==> config.mk <==
export PLATFORM = sky130hd
export DESIGN_NAME = chroma_blob_mask_centroid
export DESIGN_NICKNAME = d
export VERILOG_FILES = /design/src/design/cbmc_pkg.sv /design/src/design/cbmc_front.sv /design/src/design/cbmc_queue.sv /design/src/design/cbmc_back.sv /design/src/design/chroma_blob_mask_centroid.sv
export VERILOG_INCLUDE_DIRS = /design/src /design/src/design
export SDC_FILE = /design/constraint.sdc
export NUM_CORES = 2
export LEC_CHECK = 0
export ABC_AREA = 0
export BUFFER_PORTS_ARGS = -buffer_cell sky130_fd_sc_hd__buf_2
export CAP_MARGIN = 20
export CORE_MARGIN = 8
export CORE_UTILIZATION = 40
export DETAILED_ROUTE_END_ITERATION = 10
export MAX_ROUTING_LAYER = met4
export SETUP_SLACK_MARGIN = 0.1
export SYNTH_ARGS = -nofsm -noshare
export SYNTH_HDL_FRONTEND = slang
export SYNTH_SLANG_ARGS = --single-unit
==> constraint.sdc <==
create_clock -name aclk -period 9.54 [get_ports aclk]
set_input_delay 0.954 -clock aclk [delete_from_list [all_inputs] [get_ports aclk]]
set_output_delay 0.954 -clock aclk [all_outputs]
set_load 0.005 [all_outputs]
==> src/design/chroma_blob_mask_centroid_assert.svh <==
// assertion macros for the chroma blob mask centroid block
`ifndef CHROMA_BLOB_MASK_CENTROID_ASSERT_SVH
`define CHROMA_BLOB_MASK_CENTROID_ASSERT_SVH
// implication checked every clock outside reset
`define CBMC_ASSERT_IMP(label, clk, rstn, cond, prop) \
    label: assert property (@(posedge clk) disable iff (!rstn) (cond) |-> (prop)) \
        else $error("assertion failed");
// next-cycle implication checked every clock outside reset
`define CBMC_ASSERT_NXT(label, clk, rstn, cond, prop) \
    label: assert property (@(posedge clk) disable iff (!rstn) (cond) |=> (prop)) \
        else $error("assertion failed");
`endif

==> src/design/cbmc_pkg.sv <==
// shared constants and types for the chroma blob mask centroid block
package cbmc_pkg;
    localparam int MAX_COLUMNS = 2048;
    localparam int MAX_ROWS = 2048;
    localparam int COL_W = 11;
    localparam int CNT_W = 23;
    localparam int SUM_W = 33;
    localparam int CEN_W = 15;
    localparam logic [CNT_W-1:0] COUNT_MAX = {CNT_W{1'b1}};
    localparam logic [SUM_W-1:0] SUM_MAX = {SUM_W{1'b1}};
    localparam logic [CNT_W-1:0] MIN_COUNT_RESET = 23'd50;
    localparam logic [1:0] REG_RED = 2'd0;
    localparam logic [1:0] REG_GREEN = 2'd1;
    localparam logic [1:0] REG_BRIGHT = 2'd2;
    localparam logic [1:0] REG_MIN = 2'd3;
    localparam int QDEPTH = 4;
    localparam int QPTR_W = 2;
    localparam int DIV_STEPS = 15;

    // classified word passed from front to back
    typedef struct packed {
        logic             hit;
        logic             last;
        logic [COL_W-1:0] column;
        logic [COL_W-1:0] row;
    } cls_t;

    typedef enum logic [1:0] {
        B_IDLE,
        B_DIV,
        B_OUT
    } bstate_t;
endpackage

==> src/design/cbmc_front.sv <==
// front: pixel classification over two pipeline stages
module cbmc_front (
    input  logic        aclk,
    input  logic        aresetn,
    input  logic        in_valid,
    output logic        in_ready,
    input  logic [7:0]  red,
    input  logic [7:0]  green,
    input  logic [7:0]  blue,
    input  logic [10:0] column,
    input  logic [10:0] row,
    input  logic        frame_end,
    input  logic [7:0]  red_thr,
    input  logic [7:0]  green_thr,
    input  logic [7:0]  bright_thr,
    output logic        cls_valid,
    input  logic        cls_ready,
    output cbmc_pkg::cls_t cls
);
    localparam int MAX_C = cbmc_pkg::MAX_COLUMNS;
    localparam int MAX_R = cbmc_pkg::MAX_ROWS;

    logic        s1_v_reg;
    logic [7:0]  r_reg, g_reg;
    logic [9:0]  s_reg;
    logic        ok_reg, last_reg;
    logic [10:0] col_reg, row_reg;
    logic [9:0]  s_next;
    logic        adv1;
    logic [9:0]  bright;

    // chroma = min(255, floor((512c+s)/(2s))): compare against thresholds directly
    // rc > t  <=>  512c+s >= 2s(t+1) with t+1 <= 255
    function automatic logic chroma_gt(input logic [7:0] c, input logic [9:0] s,
                                       input logic [7:0] t);
        logic [18:0] lhs;
        logic [18:0] rhs;
        begin
            lhs = {c, 9'd0} + {9'd0, s};
            rhs = {8'd0, s, 1'b0} * ({11'd0, t} + 19'd1);
            chroma_gt = (s != 10'd0) && ((t == 8'hff) ? 1'b0 : (lhs >= rhs));
        end
    endfunction

    assign s_next = {2'd0, red} + {2'd0, green} + {2'd0, blue};
    assign adv1 = !cls_valid || cls_ready;
    assign in_ready = adv1 || !s1_v_reg;
    assign bright = 10'(({22'd0, s_reg} + 32'd1) * 32'd21846 >> 16);

    always_ff @(posedge aclk) begin
        if (!aresetn) begin
            s1_v_reg <= 1'b0;
            cls_valid <= 1'b0;
        end else begin
            if (adv1) begin
                cls_valid <= s1_v_reg;
            end
            if (in_ready) begin
                s1_v_reg <= in_valid;
            end
        end
        if (in_ready && in_valid) begin
            r_reg <= red;
            g_reg <= green;
            s_reg <= s_next;
            ok_reg <= (32'(column) < MAX_C) && (32'(row) < MAX_R);
            last_reg <= frame_end;
            col_reg <= column;
            row_reg <= row;
        end
        if (adv1 && s1_v_reg) begin
            cls.hit <= ok_reg && chroma_gt(r_reg, s_reg, red_thr)
                && !chroma_gt(g_reg, s_reg, green_thr) && (bright > {2'd0, bright_thr});
            cls.last <= last_reg;
            cls.column <= col_reg;
            cls.row <= row_reg;
        end
    end
endmodule

==> src/design/cbmc_queue.sv <==
// short fifo between front and back
module cbmc_queue (
    input  logic aclk,
    input  logic aresetn,
    input  logic wr_valid,
    output logic wr_ready,
    input  cbmc_pkg::cls_t wr_data,
    output logic rd_valid,
    input  logic rd_ready,
    output cbmc_pkg::cls_t rd_data
);
    cbmc_pkg::cls_t mem [cbmc_pkg::QDEPTH];
    logic [cbmc_pkg::QPTR_W-1:0] wp_reg, rp_reg;
    logic [cbmc_pkg::QPTR_W:0] cnt_reg;
    logic wr, rd;

    assign wr_ready = cnt_reg != 3'(cbmc_pkg::QDEPTH);
    assign rd_valid = cnt_reg != '0;
    assign wr = wr_valid && wr_ready;
    assign rd = rd_valid && rd_ready;
    assign rd_data = mem[rp_reg];

    always_ff @(posedge aclk) begin
        if (!aresetn) begin
            wp_reg <= '0;
            rp_reg <= '0;
            cnt_reg <= '0;
        end else begin
            if (wr) wp_reg <= wp_reg + 1'b1;
            if (rd) rp_reg <= rp_reg + 1'b1;
            cnt_reg <= cnt_reg + {2'd0, wr} - {2'd0, rd};
        end
        if (wr) mem[wp_reg] <= wr_data;
    end
endmodule

==> src/design/cbmc_back.sv <==
// back: accumulation and frame-end centroid divide
module cbmc_back (
    input  logic aclk,
    input  logic aresetn,
    input  logic in_valid,
    output logic in_ready,
    input  cbmc_pkg::cls_t cls,
    input  logic [22:0] min_count,
    output logic m_valid,
    input  logic m_ready,
    output logic mask_bit,
    output logic frame_done,
    output logic blob_found,
    output logic [22:0] pixel_count,
    output logic [14:0] centroid_x,
    output logic [14:0] centroid_y
);
    cbmc_pkg::bstate_t st_reg, st_next;
    logic [22:0] cnt_reg, cnt_next;
    logic [32:0] cs_reg, rs_reg, cs_next, rs_next;
    logic [33:0] cs_sum, rs_sum;
    logic [3:0]  step_reg;
    logic [37:0] xr_reg, yr_reg;  // remainders
    logic [14:0] xq_reg, yq_reg;
    logic [36:0] xn_reg, yn_reg;  // low 15 bits of sum*16, msb-aligned
    logic [37:0] xt, yt;
    logic        take, found;
    logic        ovx_reg, ovy_reg;

    assign take = in_valid && in_ready;
    assign in_ready = (st_reg == cbmc_pkg::B_IDLE) && (!m_valid || m_ready);
    assign cs_sum = {1'b0, cs_reg} + 34'(cls.column);
    assign rs_sum = {1'b0, rs_reg} + 34'(cls.row);
    assign cnt_next = (cls.hit && cnt_reg != cbmc_pkg::COUNT_MAX) ? cnt_reg + 1'b1 : cnt_reg;
    assign cs_next = !cls.hit ? cs_reg : (cs_sum[33] ? cbmc_pkg::SUM_MAX : cs_sum[32:0]);
    assign rs_next = !cls.hit ? rs_reg : (rs_sum[33] ? cbmc_pkg::SUM_MAX : rs_sum[32:0]);
    assign found = cnt_next > min_count;
    // restoring division: quotient saturates, so start at bit 14 with a pre-check
    assign xt = {xr_reg[36:0], xn_reg[36]};
    assign yt = {yr_reg[36:0], yn_reg[36]};

    always_comb begin
        st_next = st_reg;
        unique case (st_reg)
            cbmc_pkg::B_IDLE: if (take && cls.last && found) st_next = cbmc_pkg::B_DIV;
            cbmc_pkg::B_DIV: if (step_reg == 4'd0) st_next = cbmc_pkg::B_OUT;
            cbmc_pkg::B_OUT: st_next = cbmc_pkg::B_IDLE;
            default: st_next = cbmc_pkg::B_IDLE;
        endcase
    end

    logic [37:0] den;
    logic [37:0] xd, yd;
    assign den = {15'd0, pixel_count};
    assign xd = xt - den;
    assign yd = yt - den;

    always_ff @(posedge aclk) begin
        if (!aresetn) begin
            st_reg <= cbmc_pkg::B_IDLE;
            m_valid <= 1'b0;
            cnt_reg <= '0;
            cs_reg <= '0;
            rs_reg <= '0;
        end else begin
            st_reg <= st_next;
            if (m_valid && m_ready) m_valid <= 1'b0;
            if (st_reg == cbmc_pkg::B_OUT) m_valid <= 1'b1;
            if (take) begin
                if (!(cls.last && found)) m_valid <= 1'b1;
                if (cls.last) begin
                    cnt_reg <= '0;
                    cs_reg <= '0;
                    rs_reg <= '0;
                end else begin
                    cnt_reg <= cnt_next;
                    cs_reg <= cs_next;
                    rs_reg <= rs_next;
                end
            end
        end
        if (take) begin
            mask_bit <= cls.hit;
            frame_done <= cls.last;
            blob_found <= cls.last && found;
            pixel_count <= cls.last ? cnt_next : '0;
            centroid_x <= '0;
            centroid_y <= '0;
            // shift out 22 leading bits at once: they give quotient above 2^15 only via check
            xn_reg <= {cs_next, 4'd0} << 22;
            yn_reg <= {rs_next, 4'd0} << 22;
            xr_reg <= 38'({cs_next, 4'd0} >> 15);
            yr_reg <= 38'({rs_next, 4'd0} >> 15);
            step_reg <= 4'(cbmc_pkg::DIV_STEPS - 1);
            xq_reg <= '0;
            yq_reg <= '0;
        end
        if (st_reg == cbmc_pkg::B_DIV) begin
            if (!xd[37]) begin xr_reg <= xd; xq_reg <= {xq_reg[13:0], 1'b1}; end
            else begin xr_reg <= xt; xq_reg <= {xq_reg[13:0], 1'b0}; end
            if (!yd[37]) begin yr_reg <= yd; yq_reg <= {yq_reg[13:0], 1'b1}; end
            else begin yr_reg <= yt; yq_reg <= {yq_reg[13:0], 1'b0}; end
            xn_reg <= {xn_reg[35:0], 1'b0};
            yn_reg <= {yn_reg[35:0], 1'b0};
            step_reg <= step_reg - 1'b1;
        end
        if (st_reg == cbmc_pkg::B_OUT) begin
            centroid_x <= ovx_reg ? 15'h7fff : xq_reg;
            centroid_y <= ovy_reg ? 15'h7fff : yq_reg;
        end
    end

    // high part >= count means quotient >= 2^15: saturate
    always_ff @(posedge aclk) begin
        if (take) begin
            ovx_reg <= (38'({cs_next, 4'd0} >> 15)) >= {15'd0, cnt_next};
            ovy_reg <= (38'({rs_next, 4'd0} >> 15)) >= {15'd0, cnt_next};
        end
    end
endmodule

==> src/design/chroma_blob_mask_centroid.sv <==
// top level of the chroma blob mask centroid block
// Pixels enter at up to one word per clock. A two-stage front computes the
// chromaticity and brightness tests and the mask bit; a four-entry queue feeds
// the back, which accumulates one word per clock while its output is accepted.
// A frame-end word that finds a blob holds the back while per-axis bit-serial
// dividers produce both centroids (one quotient bit of each per cycle); no
// other word holds it. Results wait in an output register.
`include "chroma_blob_mask_centroid_assert.svh"
module chroma_blob_mask_centroid (
    input  logic        aclk,
    input  logic        aresetn,
    input  logic        cfg_we,
    input  logic [1:0]  cfg_index,
    input  logic [22:0] cfg_data,
    input  logic        s_valid,
    output logic        s_ready,
    input  logic [7:0]  s_red,
    input  logic [7:0]  s_green,
    input  logic [7:0]  s_blue,
    input  logic [10:0] s_column,
    input  logic [10:0] s_row,
    input  logic        s_frame_end,
    output logic        m_valid,
    input  logic        m_ready,
    output logic        m_mask_bit,
    output logic        m_frame_done,
    output logic        m_blob_found,
    output logic [22:0] m_pixel_count,
    output logic [14:0] m_centroid_x,
    output logic [14:0] m_centroid_y
);
    // threshold registers
    logic [7:0]  red_thr_reg, green_thr_reg, bright_thr_reg;
    logic [22:0] min_cnt_reg;
    logic        fq_valid, fq_ready, qb_valid, qb_ready;
    cbmc_pkg::cls_t fq_data, qb_data;

    always_ff @(posedge aclk) begin
        if (!aresetn) begin
            red_thr_reg <= '0;
            green_thr_reg <= '0;
            bright_thr_reg <= '0;
            min_cnt_reg <= cbmc_pkg::MIN_COUNT_RESET;
        end else if (cfg_we) begin
            unique case (cfg_index)
                cbmc_pkg::REG_RED: red_thr_reg <= cfg_data[7:0];
                cbmc_pkg::REG_GREEN: green_thr_reg <= cfg_data[7:0];
                cbmc_pkg::REG_BRIGHT: bright_thr_reg <= cfg_data[7:0];
                cbmc_pkg::REG_MIN: min_cnt_reg <= cfg_data;
                default: ;
            endcase
        end
    end

    // classification front
    cbmc_front u_front (
        .aclk, .aresetn, .in_valid(s_valid), .in_ready(s_ready),
        .red(s_red), .green(s_green), .blue(s_blue), .column(s_column),
        .row(s_row), .frame_end(s_frame_end), .red_thr(red_thr_reg),
        .green_thr(green_thr_reg), .bright_thr(bright_thr_reg),
        .cls_valid(fq_valid), .cls_ready(fq_ready), .cls(fq_data)
    );

    // decoupling queue
    cbmc_queue u_queue (
        .aclk, .aresetn, .wr_valid(fq_valid), .wr_ready(fq_ready), .wr_data(fq_data),
        .rd_valid(qb_valid), .rd_ready(qb_ready), .rd_data(qb_data)
    );

    // accumulate and divide
    cbmc_back u_back (
        .aclk, .aresetn, .in_valid(qb_valid), .in_ready(qb_ready), .cls(qb_data),
        .min_count(min_cnt_reg), .m_valid, .m_ready, .mask_bit(m_mask_bit),
        .frame_done(m_frame_done), .blob_found(m_blob_found),
        .pixel_count(m_pixel_count), .centroid_x(m_centroid_x),
        .centroid_y(m_centroid_y)
    );

    `CBMC_ASSERT_IMP(a_found_at_end, aclk, aresetn, m_valid && m_blob_found, m_frame_done)
    `CBMC_ASSERT_IMP(a_count_at_end, aclk, aresetn, m_valid && !m_frame_done,
        m_pixel_count == '0)
    `CBMC_ASSERT_NXT(a_hold, aclk, aresetn, m_valid && !m_ready, m_valid)
endmodule
-- After elaboration in Yosys (flattened, before gate mapping)
Memories as Yosys holds them, arrays and structs flattened. A register that Yosys moved wholly into a read port is not among the register bits.
Cells that the tools add are included.
- bits in registers: 409
- memory bits (writable): 96
- input bits: 77
- output and inout bits: 58
- logic and storage cells: 154
- memories: 1
- memories (name ; words ; width ; read ports ; clocked after memory_dff ; wr ports ; line ; RTL):
    u_queue.mem ; 4 ; 24 ; 1 ; 1 ; 1 ; cbmc_queue.sv:12 ; cbmc_pkg::cls_t mem [cbmc_pkg::QDEPTH];
- add/sub/neg operators: 17
- multiply operators: 3
- $lt $le $gt $ge: 6
- equal/unequal tests: 11
- muxes and demuxes: 42
- reduce and logical (&&, ||, !) cells: 33
- operators by type and width (kind ; number):
    37-bit two-way mux ; 10
    33-bit two-way mux ; 6
    15-bit two-way mux ; 7
    38-bit by 23-bit subtractor with 38-bit output ; 2
    33-bit by 11-bit adder with 34-bit output ; 2
    22-bit by 23-bit >= comparator with 1-bit output ; 2
    23-bit two-way mux ; 2
    19-bit >= comparator ; 2
    10-bit by 19-bit multiplier with 18-bit output ; 2
    17-bit by 10-bit adder with 18-bit output ; 2
    32-bit by 14-bit multiplier with 25-bit output (second input constant) ; 1
    23-bit by 1-bit adder with 23-bit output (second input constant) ; 1
    23-bit > comparator ; 1
    23-bit != test (second input constant) ; 1
    8-bit by 1-bit adder with 9-bit output (second input constant) ; 2
    8-bit equality test (second input constant) ; 2
    1-bit logical AND ; 14
    10-bit by 1-bit adder with 11-bit output (second input constant) ; 1
    10-bit by 8-bit adder with 10-bit output ; 1
    10-bit by 8-bit > comparator with 1-bit output ; 1
    1-bit two-way mux ; 10
    2-bit AND reduction ; 5
    10-bit nonzero test ; 1
    8-bit by 8-bit adder with 9-bit output ; 1
    18 further kinds ; 33

-- Depth between registers and ports, before layout
- word-level depth: 8
- depth in mapped cells: 34
- mapped depth without buffers: 34

-- Cells and area by module
A second synthesis with hierarchy kept.
- cell total of the unflattened synthesis: 3722
- area total of the unflattened synthesis: 36832.8 um^2
- by module, submodules not included (module ; times used ; cells each ; area each (um^2) ; sequential area each (um^2)):
    cbmc_back ; 1 ; 2121 ; 18921.9 ; 7487.2
    cbmc_front ; 1 ; 1242 ; 12132.9 ; 2232.1
    cbmc_queue ; 1 ; 174 ; 3983.8 ; 3062.9
    chroma_blob_mask_centroid ; 1 ; 185 ; 1794.2 ; 940.9

-- Worst setup path after synthesis
OpenSTA, ideal clock, no wires.
- path type: flip-flop to flip-flop
- start point: register u_front.s_reg[9]
- end point: register u_front.cls[23] (netlist name), data pin
- setup time: 268 ps
- arrival: 6109 ps
- required time: 9272 ps
- slack: 3162 ps
- stages on the path, launching flop included: 30
- path buffers: 2
- period minus slack after synthesis: 6378 ps
- cells stage by stage: edfxtp_1 clkbuf_1 clkbuf_1 nand2_1 nor2_1 ha_1 nand2_1 inv_1 nor2_1 ha_1 fa_1 fa_1 inv_1 fa_1 inv_1 ha_1 a21o_1 a21oi_1 o21ai_0 nand3_1 o2111ai_1 a21o_1 a21oi_1 xnor2_1 ha_1 a21o_1 a31oi_1 o21ai_0 nor3_1 nor4_1
- cells in the longest elaborated chain, start to end: 7
- elaborated cells on any way between the ends: 17
- classes of those cells: 3 x add/sub; 3 x mul; 3 x order compare; 2 x mux; 6 x reduce/logical
- RTL lines (element ; line ; RTL):
    start, declared ; cbmc_front.sv:25 ; logic [9:0] s_reg;
    start signal, assigned ; cbmc_front.sv:65 ; s_reg <= s_next;
    parallel branches: the longest is 6 deep, another holds 32-bit by 14-bit multiplier with 25-bit output ; - ;
    1-bit logical AND (*) ; cbmc_front.sv:73 ; && !chroma_gt(g_reg, s_reg, green_thr) && (bright > {2'd0, bright_thr});
    end, declared ; cbmc_front.sv:18 ; output cbmc_pkg::cls_t cls
Mark *: on every way between the ends.
A chain may end at the register's enable or synchronous reset.

-- Final worst setup path
- start point: register u_front.s_reg[2]
- end point: register u_front.cls[23] (netlist name), data pin
The elaborated chain is that of the path after synthesis.

==> flow_metrics.py <==
metrics = {
    "synthesis": {
        "synthMuxAreaShare": 0.0316,
        "synth_nets": 4276,
        "synth-async-reset-ratio": 0,
        "synth_area_sq_mm": 0.0362,
        "synth_compound_area_frac": 0.117,
        "synthCells": 3690,
        "netlist.area_leader.share": 0.296,
        "synth.distinct_cells": 77,
        "synth_fa_ha_area_frac": 0.208,
        "synth-seq-cells": 507,
        "yosysWarnings": 0,
        "yosys.area_share.simple": 0.162,
        "synth_top_family_by_area": "adder cells",
        "synth_edf_count": 357,
        "synthFlopType": "edfxtp_1",
        "synth.avg_cell_area_sq_um": 9.82,
        "yosysSeqAreaShare": 0.379,
        "synth_area_leader_cell": "edfxtp_1",
        "synth_xor_area_frac": 0.0494,
        "ys_top_cells_by_area": "edfxtp_1 (30%), ha_1 (12%), fa_1 (8.5%)",
    },
    "cells_and_area": {
        "final_common_cell": "nand2_1",
        "final_cell_mix": "nand2_1 (385), inv_1 (378), edfxtp_1 (357), ha_1 (355), nor2_1 (263)",
        "largest_reg_flops": 96,
        "fill_cells": 8649,
        "drive_gt1_frac": 0.0890,
        "area_delta_synth_final_pct": 11.1,
        "nets": 4387,
    },
    "route": {
        "ant_nets": 0,
        "drc_errors": 0,
        "drtIter0Drc": 1904,
        "wirelength_microns": 90900,
        "dr.pass1.iters": 5,
        "avgViaCountPerCell": 5.27,
        "via_count": 26500,
        "wire_per_inst_microns": 18.1,
    },
    "floorplanning": {
        "dieArea_sq_mm": 0.100,
        "start_util": 0.403,
        "io_pins": 135,
        "fp.dieW_microns": 317,
        "die_h_microns": 317,
        "coreArea_sq_mm": 0.0899,
        "rows": 110,
    },
    "setup_path": {
        "cp-end-kind": "flip-flop",
        "r2r-start": "u_front.s_reg[2]",
        "max_stage_delay_ns": 0.55,
        "slowest_stage": "fa_1",
        "crit_arrival_ns": 7.79,
        "startpoint": "u_front.s_reg[2]",
        "cp.required_ns": 9.90,
        "cpLargestDelayFamily": "adder cells",
        "criticalPathCategory": "reg -> reg",
        "path_buf_inv": 4,
        "cp_max_fo": 25,
        "start_kind": "flip-flop",
    },
    "place": {
        "routabilityCongestion": 0.878,
        "numPortBuffers": 134,
        "place_hpwl_microns": 67500,
        "dp_slack_ns": 2.15,
    },
    "sta": {
        "tightest_slew_ns": 1.07,
        "setup_tns_ns": 0,
        "finalMaxSlewViolations": 0,
        "fin_crit_ns": 7.43,
        "finalHoldViolCount": 0,
        "fin_crit_sh": 0.779,
        "skew_ns": 0.0474,
        "finalWorstSetupSlack_ns": 2.11,
        "fmax_ghz": 0.135,
        "slew_headroom": 0.277,
        "holdWs_ns": 0.419,
        "setup_viol": 0,
        "grt_setup_unrepaired": "no",
    },
    "clock_network": {
        "clk_latency_ns": 0.66,
        "cts_resized": 0,
        "clkSlewWorstSetupHoldPaths_ns": 0.06,
        "htree_levels": 2,
        "cts_root_buffer": "clkbuf_16",
        "cts_buffers": 59,
        "clock_sinks": 507,
        "post_cts_buffers": 0,
        "ctsHoldBuffers": 0,
        "cts_buffer_depth": 3,
        "cts_tree": "yes",
    },
    "pwr": {
        "leakagePower_uw": 0.0172,
        "power_density_mw_per_mm2": 321,
        "ir_worst_vdd_mv": 0.250,
    },
    "grt": {
        "grt_max_degree": 81,
        "grt_usage": 0.186,
        "grt_pass1_vias": 26300,
        "overflow": 0,
        "antenna_found_initial": 5,
        "grt_pass1_wl_microns": 146000,
    },
    "worst_hold_path": {
        "hp-class": "reg -> reg",
        "hold_start": "u_front.row_reg[1]",
    },
    "outcome": {
        "run_status": "finished, final reports clean",
    },
    "job": {
        "drv_cap": 0,
    },
}
==> final timing paths <==
path / end / slack [ns] / cells past startpoint
max: u_front.cls[23] / 2.11 / 30
min: u_front.cls[1] / 0.42 / 0
max reg2reg: u_front.cls[23] / 2.11 / 30
min reg2reg: u_front.cls[1] / 0.42 / 0
==> synthesized netlist by cell type, types with 42 or more instances <==
cell,number
nor3_1,62
edfxtp_1,357
o21ai_0,169
and2_1,125
a21oi_1,158
nand2_1,386
nor2_1,263
xnor2_1,125
nand2b_1,55
a31oi_1,42
nand3_1,98
dfxtp_1,150
ha_1,355
mux2i_1,48
xor2_1,76
a21o_1,43
fa_1,154
o21a_1,46
clkbuf_1,104
inv_1,378
nor2b_1,74
==> per-stage QoR <==
step	util	instance area, sq um	std cells	power [uW]
after floorplan	-	36200	3690	8820
after global placement	0.425	38200	4913	10500
after detailed placement	0.425	38200	4913	10600
after CTS	0.447	40200	5025	13000
after global routing	0.448	40300	5031	14200
final	0.448	40300	5031	12900
==> worst register-to-register path: cells and delay by family (launching register included) <==
family,cells,cell delay [ns]
fa+ha+maj,7,2.72
simple gates,10,1.71
compound gates,8,1.60
buf+inv,4,0.50
flops,1,0.32
xor+xnor,1,0.30
==> metal layers <==
layer | track usage | wire, microns | vias to the layer above
met5 | - | 0 | -
met4 | 0.0515 | 2460 | 0
li1 | - | - | 13100
met2 | 0.302 | 42400 | 533
met1 | 0.245 | 41800 | 12700
met3 | 0.0233 | 4180 | 141
==> power by group <==
part,switching [uW],total (uW),internal (uW)
Clock,977,2310,1330
Combinational,4240,7250,3010
Sequential,352,3350,3000
Total,5570,12900,7350
==> layout make-up <==
cell class              instances  area (sq um)  share of cell area
flip-flops and latches        507         13700               0.341
well taps                    1176          1470              0.0366
repair buffers                176          1020              0.0255
inverters                     379          1420              0.0353
multi-input cells            2678         20600               0.512
diodes                          3          7.51            0.000187
clock buffers                  79          1650              0.0411
clock inverters                33           327             0.00811
==> kinds of logic after synthesis <==
family / Yosys count
simple gates: 1217
fa+ha+maj: 509
buf+inv: 505
mux: 85
xor+xnor: 202
compound gates: 665
flops: 507
Note: power is estimated with default switching activity, not from simulation.
